### config.mk
export PLATFORM = sky130hd
export DESIGN_NAME = spa_front
export DESIGN_NICKNAME = d
export VERILOG_FILES = /design/src/hw/rtl/assert_macros.svh /design/src/hw/rtl/spa_pkg.sv /design/src/hw/rtl/spa_front.sv
export SDC_FILE = /design/constraint.sdc
export NUM_CORES = 1
export LEC_CHECK = 0
export BUFFER_PORTS_ARGS = -buffer_cell sky130_fd_sc_hd__buf_2
export CAP_MARGIN = 30
export CORE_AREA = 3 3 71 73
export DETAILED_ROUTE_END_ITERATION = 8
export DIE_AREA = 0 0 74 76
export PLACE_DENSITY = 0.72
export SLEW_MARGIN = 20
export SYNTH_ARGS = -nofsm -noshare
export SYNTH_HDL_FRONTEND = slang
export SYNTH_SLANG_ARGS = --single-unit
### constraint.sdc
create_clock -name vclk -period 2.3
set_input_delay 0.46 -clock vclk [all_inputs]
set_output_delay 0.46 -clock vclk [all_outputs]
set_load 0.05 [all_outputs]
### src/hw/rtl/assert_macros.svh
// assertion macros used by spa_back
// no dependencies; define ASSERT_OFF to drop all checks
`ifndef ASSERT_MACROS_SVH
`define ASSERT_MACROS_SVH
`ifndef ASSERT_OFF
`define SPA_ASSERT(lbl, ck, rn, prop) \
	lbl: assert property (@(posedge ck) disable iff (!rn) prop) else $error("%m: check failed");
`define SPA_NEVER(lbl, ck, rn, cond) \
	lbl: assert property (@(posedge ck) disable iff (!rn) !(cond)) else $error("%m: forbidden condition");
`else
`define SPA_ASSERT(lbl, ck, rn, prop)
`define SPA_NEVER(lbl, ck, rn, cond)
`endif
`endif

### src/hw/rtl/spa_pkg.sv
// shared types, codes and helper functions of the subpage pool allocator
// no dependencies
package spa_pkg;
	localparam int ADDR_BITS  = 48;
	localparam int POOLS_DEF  = 8;
	localparam int SLOTS_DEF  = 512;
	localparam int SLOT_SHIFT = 12;
	localparam int BASE_SHIFT = 21;
	localparam int BASE_W     = ADDR_BITS - BASE_SHIFT;
	localparam int CNT_W      = 16;
	localparam int QDEPTH     = 2;
	localparam int QPB        = 1;
	localparam logic [63:0] NEW_POOL_WORD0 = 64'h3;

	localparam logic [2:0] OP_ALLOC = 3'd0;
	localparam logic [2:0] OP_FREE  = 3'd1;
	localparam logic [2:0] OP_GET   = 3'd2;
	localparam logic [2:0] OP_PUT   = 3'd3;
	localparam logic [2:0] OP_READ  = 3'd4;

	localparam logic [1:0] ST_DONE    = 2'd0;
	localparam logic [1:0] ST_NO_POOL = 2'd1;
	localparam logic [1:0] ST_NO_SLOT = 2'd2;

	typedef enum logic [2:0] {
		K_ALLOC, K_FREE, K_GET, K_PUT, K_READ, K_NULL, K_NOP
	} kind_t;

	typedef enum logic [3:0] {
		S_CLEAR, S_IDLE, S_A_POOL, S_A_RD, S_A_CHK, S_A_NEW, S_A_OPEN,
		S_SRCH, S_F_RD, S_F_CHK, S_C_RD, S_C_CHK, S_DONE
	} back_state_t;

	typedef struct packed {
		logic [2:0]           opcode;
		logic [ADDR_BITS-1:0] phys_addr;
		logic [ADDR_BITS-1:0] spare_base;
		logic                 spare_valid;
	} req_t;

	typedef struct packed {
		logic [1:0]           status;
		logic [ADDR_BITS-1:0] slot_addr;
		logic                 spare_used;
		logic                 zeroed;
		logic [CNT_W-1:0]     ref_count;
	} rsp_t;

	typedef struct packed {
		kind_t                kind;
		logic [ADDR_BITS-1:0] addr;
		logic [BASE_W-1:0]    spare_pfn;
		logic                 spare_valid;
	} cmd_t;

	typedef struct packed {
		logic empty;
		logic full;
	} q_stat_t;

	typedef struct packed {
		logic pop;
		logic clearing;
	} back_ctl_t;

	// bits of bitmap word w that map to real slots
	function automatic logic [63:0] word_valid(input int w, input int slots);
		int rem;
		rem = slots - w * 64;
		if (rem >= 64)
			return '1;
		return (64'd1 << rem) - 64'd1;
	endfunction

	function automatic logic [5:0] lowest_set(input logic [63:0] v);
		logic [5:0] n;
		n = 6'd63;
		for (int i = 63; i >= 0; i--)
			if (v[i])
				n = 6'(i);
		return n;
	endfunction
endpackage

### src/hw/rtl/spa_front.sv
// front end: takes requests and classifies them into queue commands
// depends on spa_pkg
module spa_front (
	input  logic              start,
	output logic              busy,
	input  spa_pkg::req_t     req,
	input  spa_pkg::q_stat_t  qs,
	input  spa_pkg::back_ctl_t ctl,
	output logic              push,
	output spa_pkg::cmd_t     cmd
);
	import spa_pkg::*;

	assign busy = qs.full || ctl.clearing;
	assign push = start && !busy;

	always_comb begin
		cmd.addr        = req.phys_addr;
		cmd.spare_pfn   = req.spare_base[ADDR_BITS-1:BASE_SHIFT];
		cmd.spare_valid = req.spare_valid;
		unique case (req.opcode)
			OP_ALLOC: cmd.kind = K_ALLOC;
			// free of a null address is rejected up front
			OP_FREE:  cmd.kind = (req.phys_addr == '0) ? K_NULL : K_FREE;
			OP_GET:   cmd.kind = K_GET;
			OP_PUT:   cmd.kind = K_PUT;
			OP_READ:  cmd.kind = K_READ;
			default:  cmd.kind = K_NOP;
		endcase
	end
endmodule

==> flow_metrics.env <==
export IMPL_grt_pass1_wl_um=2660
export IMPL_dr_wl_met2_um=1070
export IMPL_arrival_ns=1.71
export IMPL_critPathLaunchType="input pin"
export IMPL_die_area_um2=5620
export IMPL_status="completed"
export IMPL_p_per_area_nw_per_um2=366
export IMPL_ios=186
export IMPL_hold_violations=0
export IMPL_synth_area_leader_cell="buf_4"
export IMPL_final_period_utilization_pct=94.5
export IMPL_die_y_um=76
export IMPL_tightestPinTransition_ns=0.369
export IMPL_avgViaCountPerCell=3.92
export IMPL_dr_first_iter_drc_count=3
export IMPL_gp_congestion=0.729
export IMPL_hold_ws_ns=0.920
export IMPL_die_w_um=74
export IMPL_path_max_fanout=2
export IMPL_num_antenna_cells=0
export IMPL_dr_pass1_iters=2
export IMPL_routed_top_layer="met4"
export IMPL_seq_cell_count=0
export IMPL_drive_gt1_share_pct=87.1
export IMPL_seq_area_um2=0
export IMPL_nClkBuffers=0
export IMPL_antenna_found_initial=0
export IMPL_hold_path_class="in -> out"
export IMPL_synth_cells=100
export IMPL_fin_nets=239
export IMPL_synth_nets=205
export IMPL_drc_errors=0
export IMPL_drt_total_wl_um=2130
export IMPL_yosysWarnings=0
export IMPL_place_inst=184
export IMPL_portBuffers=107
export IMPL_worstSetupPathType="in -> out"
export IMPL_cp_required_ns=1.84
export IMPL_grt_ovfl_total=0
export IMPL_wl_met1_um=596
export IMPL_grt_max_degree=4
export IMPL_wl_met3_um=390
export IMPL_cts_hold_fix_buffers=0
export IMPL_peakVddDrop_mv=0.113
export IMPL_finalSetupViolations=0
export IMPL_fmax_mhz=460
export IMPL_vias=722
export IMPL_critPathCaptureType="output port"
export IMPL_maxCapViolations=0
export IMPL_leakage_uw=0.000483
export IMPL_maxSlewViolCount=0
export IMPL_wl_per_cell_um=11.6
export IMPL_syn_avg_cell_area_um2=7.46
export IMPL_start_util_pct=16.9
export IMPL_ant_nets=0
export IMPL_synth_cell_type_count=13
export IMPL_layout_common_cells="buf_2, nor4_1, nor4_2"
export IMPL_yosysTopAreaCellShare_pct=76.5
export IMPL_ys_seq_area_share_pct=0
export IMPL_syn_area_um2=746
export IMPL_rsz0062_at_grt="false"
export IMPL_stdcell_count=184
export IMPL_final_util_pct=18.3
export IMPL_track_usage_pct=5.94
export IMPL_num_rows=24
export IMPL_post_route_min_period_ns=2.17
export IMPL_syn_to_final_growth_pct=8.22
export IMPL_slew_headroom_pct=75.2
export IMPL_final_common_cell="buf_2"
export IMPL_first_global_vias=648
export IMPL_synthTopCellsByArea="buf_4, nor4_2, nor4_1"
export IMPL_coreArea_um2=4410
## metal layers
layer  global-route usage (%)  up-vias
li1                         -      321
met1                     4.02      298
met2                     13.7       87
met3                    0.792       16
met4                     2.54        0
met5                        0        -
## worst max-delay path, stage by stage
cell and delay (ns):
buf_2 0.11, nor4_2 0.33, nand4_1 0.21, o41ai_4 0.40, buf_6 0.20
## cell usage after synthesis
cell / count
inv_1: 2
or2_2: 1
o41ai_2: 1
nand4_1: 2
nand2_1: 1
nor4_1: 7
nor4_2: 4
nand3_1: 1
a21o_1: 1
nor2_1: 2
nor4b_1: 1
buf_4: 76
nor2b_1: 1
## repair_timing
| item | CTS | global route |
|---|---|---|
| resized for setup | 1 | 2 |
| setup endpoints to repair | 1 | 1 |
| cloned | 0 | 0 |
| buffers inserted | 0 | 0 |
## kinds of logic after synthesis
family | Yosys count | share of synthesized area, %
AND/OR/NAND/NOR | 20 | 19.3
buffers and inverters | 78 | 77.5
AO/OA/AOI/OAI | 2 | 3.19
## report_power, final
part           internal [uW]  switching (uW)  total [uW]
Sequential                 0               0           0
Combinational           74.2             221         296
Clock                      0               0           0
Total                   74.2             221         296
## final timing paths
check / from / end / cells after the start
setup / recovery: req[91] / cmd[78] / 5
hold / removal: req[0] / cmd[0] / 0
## per-stage QoR
step | setup slack (ns) | power, uW | setup TNS, ns | instance area (um2)
2_1_floorplan | 0.206 | 384 | 0 | 757
3_3_place_gp | 0.00794 | 295 | 0 | 795
3_5_place_dp | -0.0120 | 296 | -0.0120 | 795
4_1_cts | 0.0431 | 297 | 0 | 797
5_1_grt | 0.0403 | 309 | 0 | 807
6_report | 0.126 | 296 | 0 | 807
## layout make-up
| class | count | area, um2 |
|---|---|---|
| Multi-Input combinational cell | 22 | 185 |
| Tap cell | 52 | 65.1 |
| Inverter | 2 | 7.51 |
| Timing Repair Buffer | 108 | 549 |
| Fill cell | 497 | 3610 |
No activity file was read; power rests on OpenSTA's default activity.
