<file path="config.mk">
export PLATFORM = sky130hd
export DESIGN_NAME = spa_queue
export DESIGN_NICKNAME = d
export VERILOG_FILES = /design/src/hw/rtl/assert_macros.svh /design/src/hw/rtl/spa_pkg.sv /design/src/hw/rtl/spa_queue.sv
export SDC_FILE = /design/constraint.sdc
export NUM_CORES = 1
export LEC_CHECK = 0
export BUFFER_PORTS_ARGS = -buffer_cell sky130_fd_sc_hd__buf_2
export CORE_MARGIN = 5
export CORE_UTILIZATION = 50
export DETAILED_ROUTE_END_ITERATION = 16
export GPL_TIMING_DRIVEN = 0
export PLACE_DENSITY = 0.73
export SYNTH_ARGS = -nofsm -noshare
export SYNTH_HDL_FRONTEND = slang
export SYNTH_SLANG_ARGS = --single-unit
export TNS_END_PERCENT = 10
</file>
<file path="constraint.sdc">
create_clock -name clk -period 5.8 [get_ports clk]
set_input_delay 1.16 -clock clk [delete_from_list [all_inputs] [get_ports clk]]
set_output_delay 1.16 -clock clk [all_outputs]
set_load 0.01 [all_outputs]
</file>
<file path="src/hw/rtl/assert_macros.svh">
// assertion macros used by spa_back
// no dependencies; define ASSERT_OFF to drop all checks
`ifndef ASSERT_MACROS_SVH
`define ASSERT_MACROS_SVH
`ifndef ASSERT_OFF
`define SPA_ASSERT(lbl, ck, rn, prop) \
	lbl: assert property (@(posedge ck) disable iff (!rn) prop) else $error("%m: check failed");
`define SPA_NEVER(lbl, ck, rn, cond) \
	lbl: assert property (@(posedge ck) disable iff (!rn) !(cond)) else $error("%m: forbidden condition");
`else
`define SPA_ASSERT(lbl, ck, rn, prop)
`define SPA_NEVER(lbl, ck, rn, cond)
`endif
`endif

</file>
<file path="src/hw/rtl/spa_pkg.sv">
// shared types, codes and helper functions of the subpage pool allocator
// no dependencies
package spa_pkg;
	localparam int ADDR_BITS  = 48;
	localparam int POOLS_DEF  = 8;
	localparam int SLOTS_DEF  = 512;
	localparam int SLOT_SHIFT = 12;
	localparam int BASE_SHIFT = 21;
	localparam int BASE_W     = ADDR_BITS - BASE_SHIFT;
	localparam int CNT_W      = 16;
	localparam int QDEPTH     = 2;
	localparam int QPB        = 1;
	localparam logic [63:0] NEW_POOL_WORD0 = 64'h3;

	localparam logic [2:0] OP_ALLOC = 3'd0;
	localparam logic [2:0] OP_FREE  = 3'd1;
	localparam logic [2:0] OP_GET   = 3'd2;
	localparam logic [2:0] OP_PUT   = 3'd3;
	localparam logic [2:0] OP_READ  = 3'd4;

	localparam logic [1:0] ST_DONE    = 2'd0;
	localparam logic [1:0] ST_NO_POOL = 2'd1;
	localparam logic [1:0] ST_NO_SLOT = 2'd2;

	typedef enum logic [2:0] {
		K_ALLOC, K_FREE, K_GET, K_PUT, K_READ, K_NULL, K_NOP
	} kind_t;

	typedef enum logic [3:0] {
		S_CLEAR, S_IDLE, S_A_POOL, S_A_RD, S_A_CHK, S_A_NEW, S_A_OPEN,
		S_SRCH, S_F_RD, S_F_CHK, S_C_RD, S_C_CHK, S_DONE
	} back_state_t;

	typedef struct packed {
		logic [2:0]           opcode;
		logic [ADDR_BITS-1:0] phys_addr;
		logic [ADDR_BITS-1:0] spare_base;
		logic                 spare_valid;
	} req_t;

	typedef struct packed {
		logic [1:0]           status;
		logic [ADDR_BITS-1:0] slot_addr;
		logic                 spare_used;
		logic                 zeroed;
		logic [CNT_W-1:0]     ref_count;
	} rsp_t;

	typedef struct packed {
		kind_t                kind;
		logic [ADDR_BITS-1:0] addr;
		logic [BASE_W-1:0]    spare_pfn;
		logic                 spare_valid;
	} cmd_t;

	typedef struct packed {
		logic empty;
		logic full;
	} q_stat_t;

	typedef struct packed {
		logic pop;
		logic clearing;
	} back_ctl_t;

	// bits of bitmap word w that map to real slots
	function automatic logic [63:0] word_valid(input int w, input int slots);
		int rem;
		rem = slots - w * 64;
		if (rem >= 64)
			return '1;
		return (64'd1 << rem) - 64'd1;
	endfunction

	function automatic logic [5:0] lowest_set(input logic [63:0] v);
		logic [5:0] n;
		n = 6'd63;
		for (int i = 63; i >= 0; i--)
			if (v[i])
				n = 6'(i);
		return n;
	endfunction
endpackage

</file>
<file path="src/hw/rtl/spa_queue.sv">
// two-entry command queue between the front decoder and the back sequencer
// depends on spa_pkg
module spa_queue (
	input  logic            clk,
	input  logic            arst_n,
	input  logic            push,
	input  spa_pkg::cmd_t   push_cmd,
	input  logic            pop,
	output spa_pkg::cmd_t   head,
	output spa_pkg::q_stat_t stat
);
	import spa_pkg::*;

	cmd_t           mem_q [QDEPTH];
	logic [QPB-1:0] wr_q;
	logic [QPB-1:0] rd_q;
	logic [QPB:0]   cnt_q;

	always_ff @(posedge clk or negedge arst_n) begin
		if (!arst_n) begin
			wr_q  <= '0;
			rd_q  <= '0;
			cnt_q <= '0;
		end else begin
			if (push)
				wr_q <= wr_q + QPB'(1);
			if (pop)
				rd_q <= rd_q + QPB'(1);
			if (push && !pop)
				cnt_q <= cnt_q + (QPB+1)'(1);
			else if (pop && !push)
				cnt_q <= cnt_q - (QPB+1)'(1);
		end
	end

	always_ff @(posedge clk) begin
		if (push)
			mem_q[wr_q] <= push_cmd;
	end

	assign head       = mem_q[rd_q];
	assign stat.empty = (cnt_q == '0);
	assign stat.full  = (cnt_q == (QPB+1)'(QDEPTH));
endmodule

</file>
==> impl_results.md, run 1 <==
* Crit path launch: rd_q
* # setup viols final at 0
* CTS Buf Count at 17
* Top cells by count, synth: edfxtp_1 (158), mux2_4 (79), buf_12 (8)
* Number of flops mapped to enable cells by yosys at between 150 and 200
* Asr flop ratio synth at 0.0247
* Cells after synthesis at 262
* Switching Share at 0.273
* Layout Cells excl Fill at ~630
* Initial DRC count at ~170
* Switching power at about 1.1 mW
* Die Span X at between 100 and 150 um
* Power Total at roughly 4 mW
* Reg power frac at 0.404
* Post-DP Area at 0.00743 mm^2
* Worst hold path type: register to register
* Register area share after synthesis at 0.770
* Static leakage at 3.26 nW
* Post-synthesis cell type count at 12
* CTS resizes at 0
* Max transition margin at 0.498
* DR vias/cell at about 4.7
* Comb pwr share at 0.337
* Startpoint types: register
* Area Overhead vs Synth at 26.9%
* Period utilization at 0.479
* Post-DP HPWL at approximately 7.5 mm
* Int Power at just under 3 mW
* Slew @ Worst Pin at 0.751 ns
* Pwr dens at ~500 mW/mm^2
* Top_reg_cell synth: edfxtp_1
* Hold WS at around 0.51 ns
* Fin util at 0.640
* WS Path Type: register to primary output
* RSZ-0062 raised after global routing: false
* Initial antenna violation count at 2
* Clk_skew at roughly 0.0044 ns
* Clk pwr share at 0.259
* FF-to-FF setup slack at ~4.0 ns
* Core area at about 0.012 mm^2
* Routed WL per cell at ~17 um
* Top-count cell post-synth: edfxtp_1
* Initial Util at 0.504
* Total global-route track usage at 0.148
* CTS Hold Buffers Added at 0
* Reg-to-reg critical path startpoint: wr_q
* Antenna viol nets, final at 0
* Row Count at 41
* Critical path required time at between 4 and 5 ns
* CTS root buffer: clkbuf_16
* Largest net degree at the start of global routing at between 40 and 50
* Largest cells by area after synthesis: edfxtp_1 (75%), mux2_4 (19%), buf_12 (2.5%)
* Critical Path Sink Type: primary output
* Port Buf Inserts at approximately 160
* Fin. max-slew vios at 0
* Post-route setup TNS at 0 ns
* Yosys warnings at 0
* Reg2reg end: mem_q[0][32]
* Worst-skew pair later-pin latency at 0.41 ns
* CTS HTree Levels at 4
* Yosys top cell by area: edfxtp_1
* Final number of hold-violating endpoints at 0
* Syn_nets at 346
* Height of the die at approximately 120 um
* Pre-CTS setup slack at roughly 3.1 ns
* Nets at about 530
* Max Cap Viol at 0
* CTS tree: built
* Clk buf depth at 2
* Postcts setup bufs at 0
* Worst setup margin at 3.02 ns
* Highest Clock Rate at 360 MHz
* Vias in the first global route at approximately 3200
* Hold endpoint: cnt_q[1]
* Die area at around 0.015 mm^2
* FILL cells at slightly below 900
* Worst vdd ir at around 0.36 mV
* Reg2Reg Depth at 3
* Overflow after GRT at 0
* Post-layout instance area at ~0.008 mm^2
* Vias at around 3000
* Share of cells above drive strength 1 at 0.620
* Critical-path maximum fanout at 10
* Ports at 164
* Syn avg cell area at approximately 24 um^2
* Total wire length at between 10 and 15 mm
* Run status: finished, final reports clean
* Hold Crit Depth at 1
* Clock sink total at between 150 and 200
* Initial DRT Pass Iterations at 4
* Ant. Diodes at 0
* Synthesized area at 0.00629 mm^2
* Post-synth top area share at 0.754
* Global-route wire length before repair at around 16 mm
* Placer Congestion at around 0.72
* Tmin final at ~2.8 ns
* Worst-path clk slew at around 0.06 ns
* # DRC at 0
* Yosys reg bits at 162
* Critical path data arrival time at 1.62 ns
* Dpl cells at 601
* Hold Crit Start: cnt_q[1]
-- placed cells by master (no fill, tap or decap) --
| master | instances |
|---|---|
| and2_4 | 1 |
| buf_12 | 9 |
| buf_16 | 3 |
| buf_2 | 163 |
| buf_6 | 1 |
| bufinv_16 | 2 |
| clkbuf_1 | 1 |
| clkbuf_16 | 17 |
| clkinv_1 | 2 |
| clkinv_2 | 6 |
| clkinvlp_4 | 3 |
| dfrtp_1 | 4 |
| edfxtp_1 | 158 |
| ha_1 | 1 |
| inv_1 | 1 |
| mux2_4 | 79 |
| nor2_1 | 2 |
| nor2b_1 | 1 |
| nor2b_4 | 1 |
| xnor2_1 | 1 |
| xor2_1 | 4 |
-- cell type report --
class,instances,area (um^2),area share
plain buffers,9,171,0.0215
clock buffers,18,429,0.0538
clock inverters,13,120,0.0150
inverters,1,3.75,0.000470
multi-input cells,90,1280,0.160
flip-flops and latches,162,4840,0.607
well taps,172,215,0.0270
repair buffers,167,918,0.115
-- cells by family (layout without fill, tap and decap cells) --
family	count (synthesis)	count (layout)	synth area share
XOR/XNOR	5	5	0.00696
AND/OR/NAND/NOR	5	5	0.00418
multiplexers	79	79	0.189
adder cells (fa/ha/maj)	1	1	0.00199
flip-flops	162	162	0.770
buffers and inverters	10	208	0.0279
-- metal layers --
layer,wire length (um),vias to the layer above,global-route usage
li1,-,1410,-
met1,4400,1453,0.174
met2,5420,105,0.240
met3,810,18,0.0576
met4,185,4,0.0679
met5,21,-,0
-- registers in the layout (all words and copies together), names as in the netlist --
| name | count |
|---|---|
| mem_q | 158 |
| rd_q | 1 |
| wr_q | 1 |
| cnt_q | 2 |
-- worst max path at each step --
stage / endpoint / slack, ns / cells past startpoint
floorplan: mem_q[0][0] / 0.66 / 1
global route: head[15] / 2.96 / 4
CTS: head[15] / 2.99 / 4
finish: head[15] / 3.02 / 4
detailed placement: mem_q[0][25] / 3.07 / 4
global placement: mem_q[0][34] / -1.35 / 2
-- power by group through the flow --
stage | combinational, mW | sequential, mW | clock [mW]
finish | 1.35 | 1.62 | 1.03
global route | 1.43 | 1.63 | 1.11
CTS | 1.38 | 1.62 | 1.06
detailed placement | 1.37 | 1.64 | 0
global placement | 1.31 | 1.67 | 0
floorplan | 0.934 | 1.65 | 0
-- critical path, cell delays in order (launching register included) --
cell and delay (ns):
dfrtp_1 0.34, buf_6 0.22, buf_12 0.19, mux2_4 0.31
buf_2 0.15
No activity file was read; power rests on OpenSTA's default activity.
==> inputs of run 2 (changes only) <==
ABC_AREA = 1   (was unset)
clock period = 2.76 ns   (was 5.8 ns; I/O delays follow)
==> impl_results.md, run 2 <==
* Initial DRT Pass Iterations at 4 (unchanged)
* Largest cells by area after synthesis: edfxtp_1 (75%), mux2_4 (19%), buf_12 (2.5%)
* Top cells by count, synth: edfxtp_1 (158), mux2_4 (79), buf_12 (8)
* Top_reg_cell synth: edfxtp_1
* RSZ-0062 raised after global routing: false
* Clock sink total at 162 (unchanged)
* Largest net degree at the start of global routing at 42 (unchanged)
* Antenna viol nets, final at 0 (unchanged)
* Die Span X at 122 um (+0.15%)
* Static leakage at 3.30 nW (+0.94%)
* Critical path required time at 2.21 ns (-2.43 ns)
* Run status: finished, final reports clean
* Worst-skew pair later-pin latency at 0.42 ns (about the same)
* Period utilization at 0.778
* Clk_skew at 0.00726 ns (+0.00283 ns)
* CTS root buffer: clkbuf_16
* Top-count cell post-synth: edfxtp_1
* CTS HTree Levels at 4 (unchanged)
* Top delay family on crit path: buffers and inverters
* Port Buf Inserts at 163 (unchanged)
* Yosys warnings at 0 (unchanged)
* Number of flops mapped to enable cells by yosys at 158 (unchanged)
* Top flop regs: mem_q: 158 flops, cnt_q: 2 flops
* CTS Buf Count at 17 (unchanged)
* Max Cap Viol at 0 (unchanged)
* Area Overhead vs Synth at 26.8% (about the same)
* Adder-Cell Fraction of Synth Area at 0.00198 (-0.00000631)
* Most flops, register: mem_q
* # setup viols final at 0 (unchanged)
* Critical path data arrival time at 1.60 ns (-0.02 ns)
* Ports at 164 (unchanged)
* Pwr dens at 1060 mW/mm^2 (+110%)
* Startpoint types: register
* Max transition margin at 0.401 (-0.0977)
* Largest family of logic cells by synthesized area: multiplexers
* Critical Path Sink Type: primary output
* Max stage delay cell, worst path: dfrtp_1
* Post-synth top area share at 0.752 (-0.00239)
* Post-synthesis cell type count at 13 (+1)
* FILL cells at 914 (+4.2%)
* Mux contribution to synthesized area at 0.188 (-0.000599)
* Worst path bufs/invs at 3 (unchanged)
* Register area share after synthesis at 0.768 (-0.00244)
* Yosys top cell by area: edfxtp_1
* Overflow after GRT at 0 (unchanged)
* Syn avg cell area at 23.3 um^2 (-3.0%)
* Ant. Diodes at 0 (unchanged)
* Height of the die at 122 um (+0.15%)
* Worst hold path type: input pin to register
* DR vias/cell at 4.80 (+1.5%)
* Largest register FFs at 158 (unchanged)
* Placer Congestion at 0.673 (-6.8%)
* Worst vdd ir at 0.613 mV (+72%)
* Layout Cells excl Fill at 642 (+1.6%)
* Worst-path clk slew at 0.06 ns (about the same)
* Xor-xnor portion of the synthesized cell area at 0.00417 (-0.00280)
* Most common cell after layout, fill and taps aside: buf_2
* Clk buf depth at 2 (unchanged)
* Initial Util at 0.504 (about the same)
* Yosys reg bits at 162 (unchanged)
* Compound-Gate Fraction of Synth Area at 0 (unchanged)
* Die area at 0.0150 mm^2 (+0.29%)
* CP peak stage delay at 0.33 ns (about the same)
* Final number of hold-violating endpoints at 0 (unchanged)
* Total global-route track usage at 0.148 (+0.000707)
* Share of cells above drive strength 1 at 0.598 (-0.0217)
* Tmin final at between 2 and 2.5 ns
* Post-layout instance area at 0.00800 mm^2 (+0.25%)
* Synthesized area at 0.00631 mm^2 (+0.32%)
* Core area at 0.0125 mm^2 (+0.41%)
* Total wire length at 10.8 mm (-0.70%)
* Highest Clock Rate at ~470 MHz
* Fin util at 0.639 (-0.00102)
* Most frequent cells in the layout: buf_2 (163), edfxtp_1 (158), mux2_4 (79)
* Asr flop ratio synth at 0.0247 (unchanged)
* Row Count at 41 (unchanged)
* Nets at 541 (+1.7%)
* CTS tree: built
* Global-route wire length before repair at 16.3 mm (+0.22%)
* Cells after synthesis at 271 (+3.4%)
* WS Path Type: register to primary output
* Dpl cells at 609 (+1.3%)
* Routed WL per cell at 16.8 um (-2.2%)
* Post-DP Area at 0.00742 mm^2 (-0.20%)
* Critical-path maximum fanout at 10 (unchanged)
* Vias at 3084 (+3.1%)
* Vias in the first global route at 3228 (+0.093%)
* Crit path cell chain: buf_6, buf_12, mux2_4, buf_2
* Simple-gate share of the synthesized area at 0.00655 (+0.00237)
* Fin. max-slew vios at 0 (unchanged)
* Syn_nets at 355 (+2.6%)
* Initial DRC count at 163 (-5.2%)
* CTS resizes at 0 (unchanged)
* Initial antenna violation count at 0 (-2)
* Post-DP HPWL at 7.41 mm (-1.4%)
* # DRC at 0 (unchanged)
* Slew @ Worst Pin at 0.897 ns (+0.146 ns)
run 2: cell count changes after synthesis:
cell     before  now
and2_1        1    0
nand4_1       0    1
nand3_1       0    1
xor2_1        4    2
nor2b_1       2    0
nor2_1        2    3
inv_1         1    7
nand2_1       0    5
run 2: logic make-up after synthesis:
logic type                 after synthesis
buffers and inverters                   16
muxes                                   79
xor gates and xnor gates                 3
and+or+nand+nor                         10
adders and majority gates                1
DFF                                    162
run 2: worst paths after layout:
kind	slack, ns	cells past startpoint	endpoint	from
max	0.61	4	head[55]	rd_q
min	0.32	1	mem_q[1][61]	push_cmd[61]
max reg2reg	0.99	2	mem_q[0][35]	wr_q
min reg2reg	0.53	2	cnt_q[1]	cnt_q[1]
max in group asynchronous	2.17	2	wr_q	arst_n
min in group asynchronous	0.47	2	cnt_q[1]	arst_n
run 2: repair_timing:
action / CTS / global route
hold buffers: 1 / 0
hold endpoints to repair: 4 / 0
buffers inserted: 0 / 0
setup endpoints to repair: 0 / 0
run 2: through the flow:
step                hold slack (ns)  setup slack [ns]  power, mW  TNS, ns
finish                        0.323             0.613       8.46        0
global route                  0.290             0.544       8.85        0
CTS                           0.303             0.571       8.58        0
detailed placement            0.359             0.655       6.30        0
global placement              0.359            -0.749       6.21   -70.67
floorplan                     0.256             0.189       5.40        0
run 2: cell type report:
type                       instances  area (um^2)  share of cell area
buffer                             9          171              0.0214
clock buffer                      19          433              0.0541
clock inverter                    13          141              0.0177
inverter                           7         28.8             0.00360
multi-input combinational         93         1270               0.159
sequential                       162         4840               0.605
tap                              172          215              0.0269
timing repair buffer             167          893               0.112
run 2: metal layers:
layer  routed length, um  GRT usage  up-vias
li1                    -          -     1444
met1                4090      0.167     1527
met2                5680      0.252      104
met3                 892     0.0641        9
met4                  99     0.0546        0
met5                   0          0        -
run 2: power breakdown:
part	internal, mW	switching (mW)	total [mW]
sequential	3.26	0.128	3.39
clock	1.40	0.861	2.27
combinational	1.51	1.29	2.80
total	6.17	2.28	8.46
run 2: worst register-to-register path: stages (launching register included):
cell and delay, ns:
dfrtp_1 0.43, nor2_4 0.73, buf_12 0.30
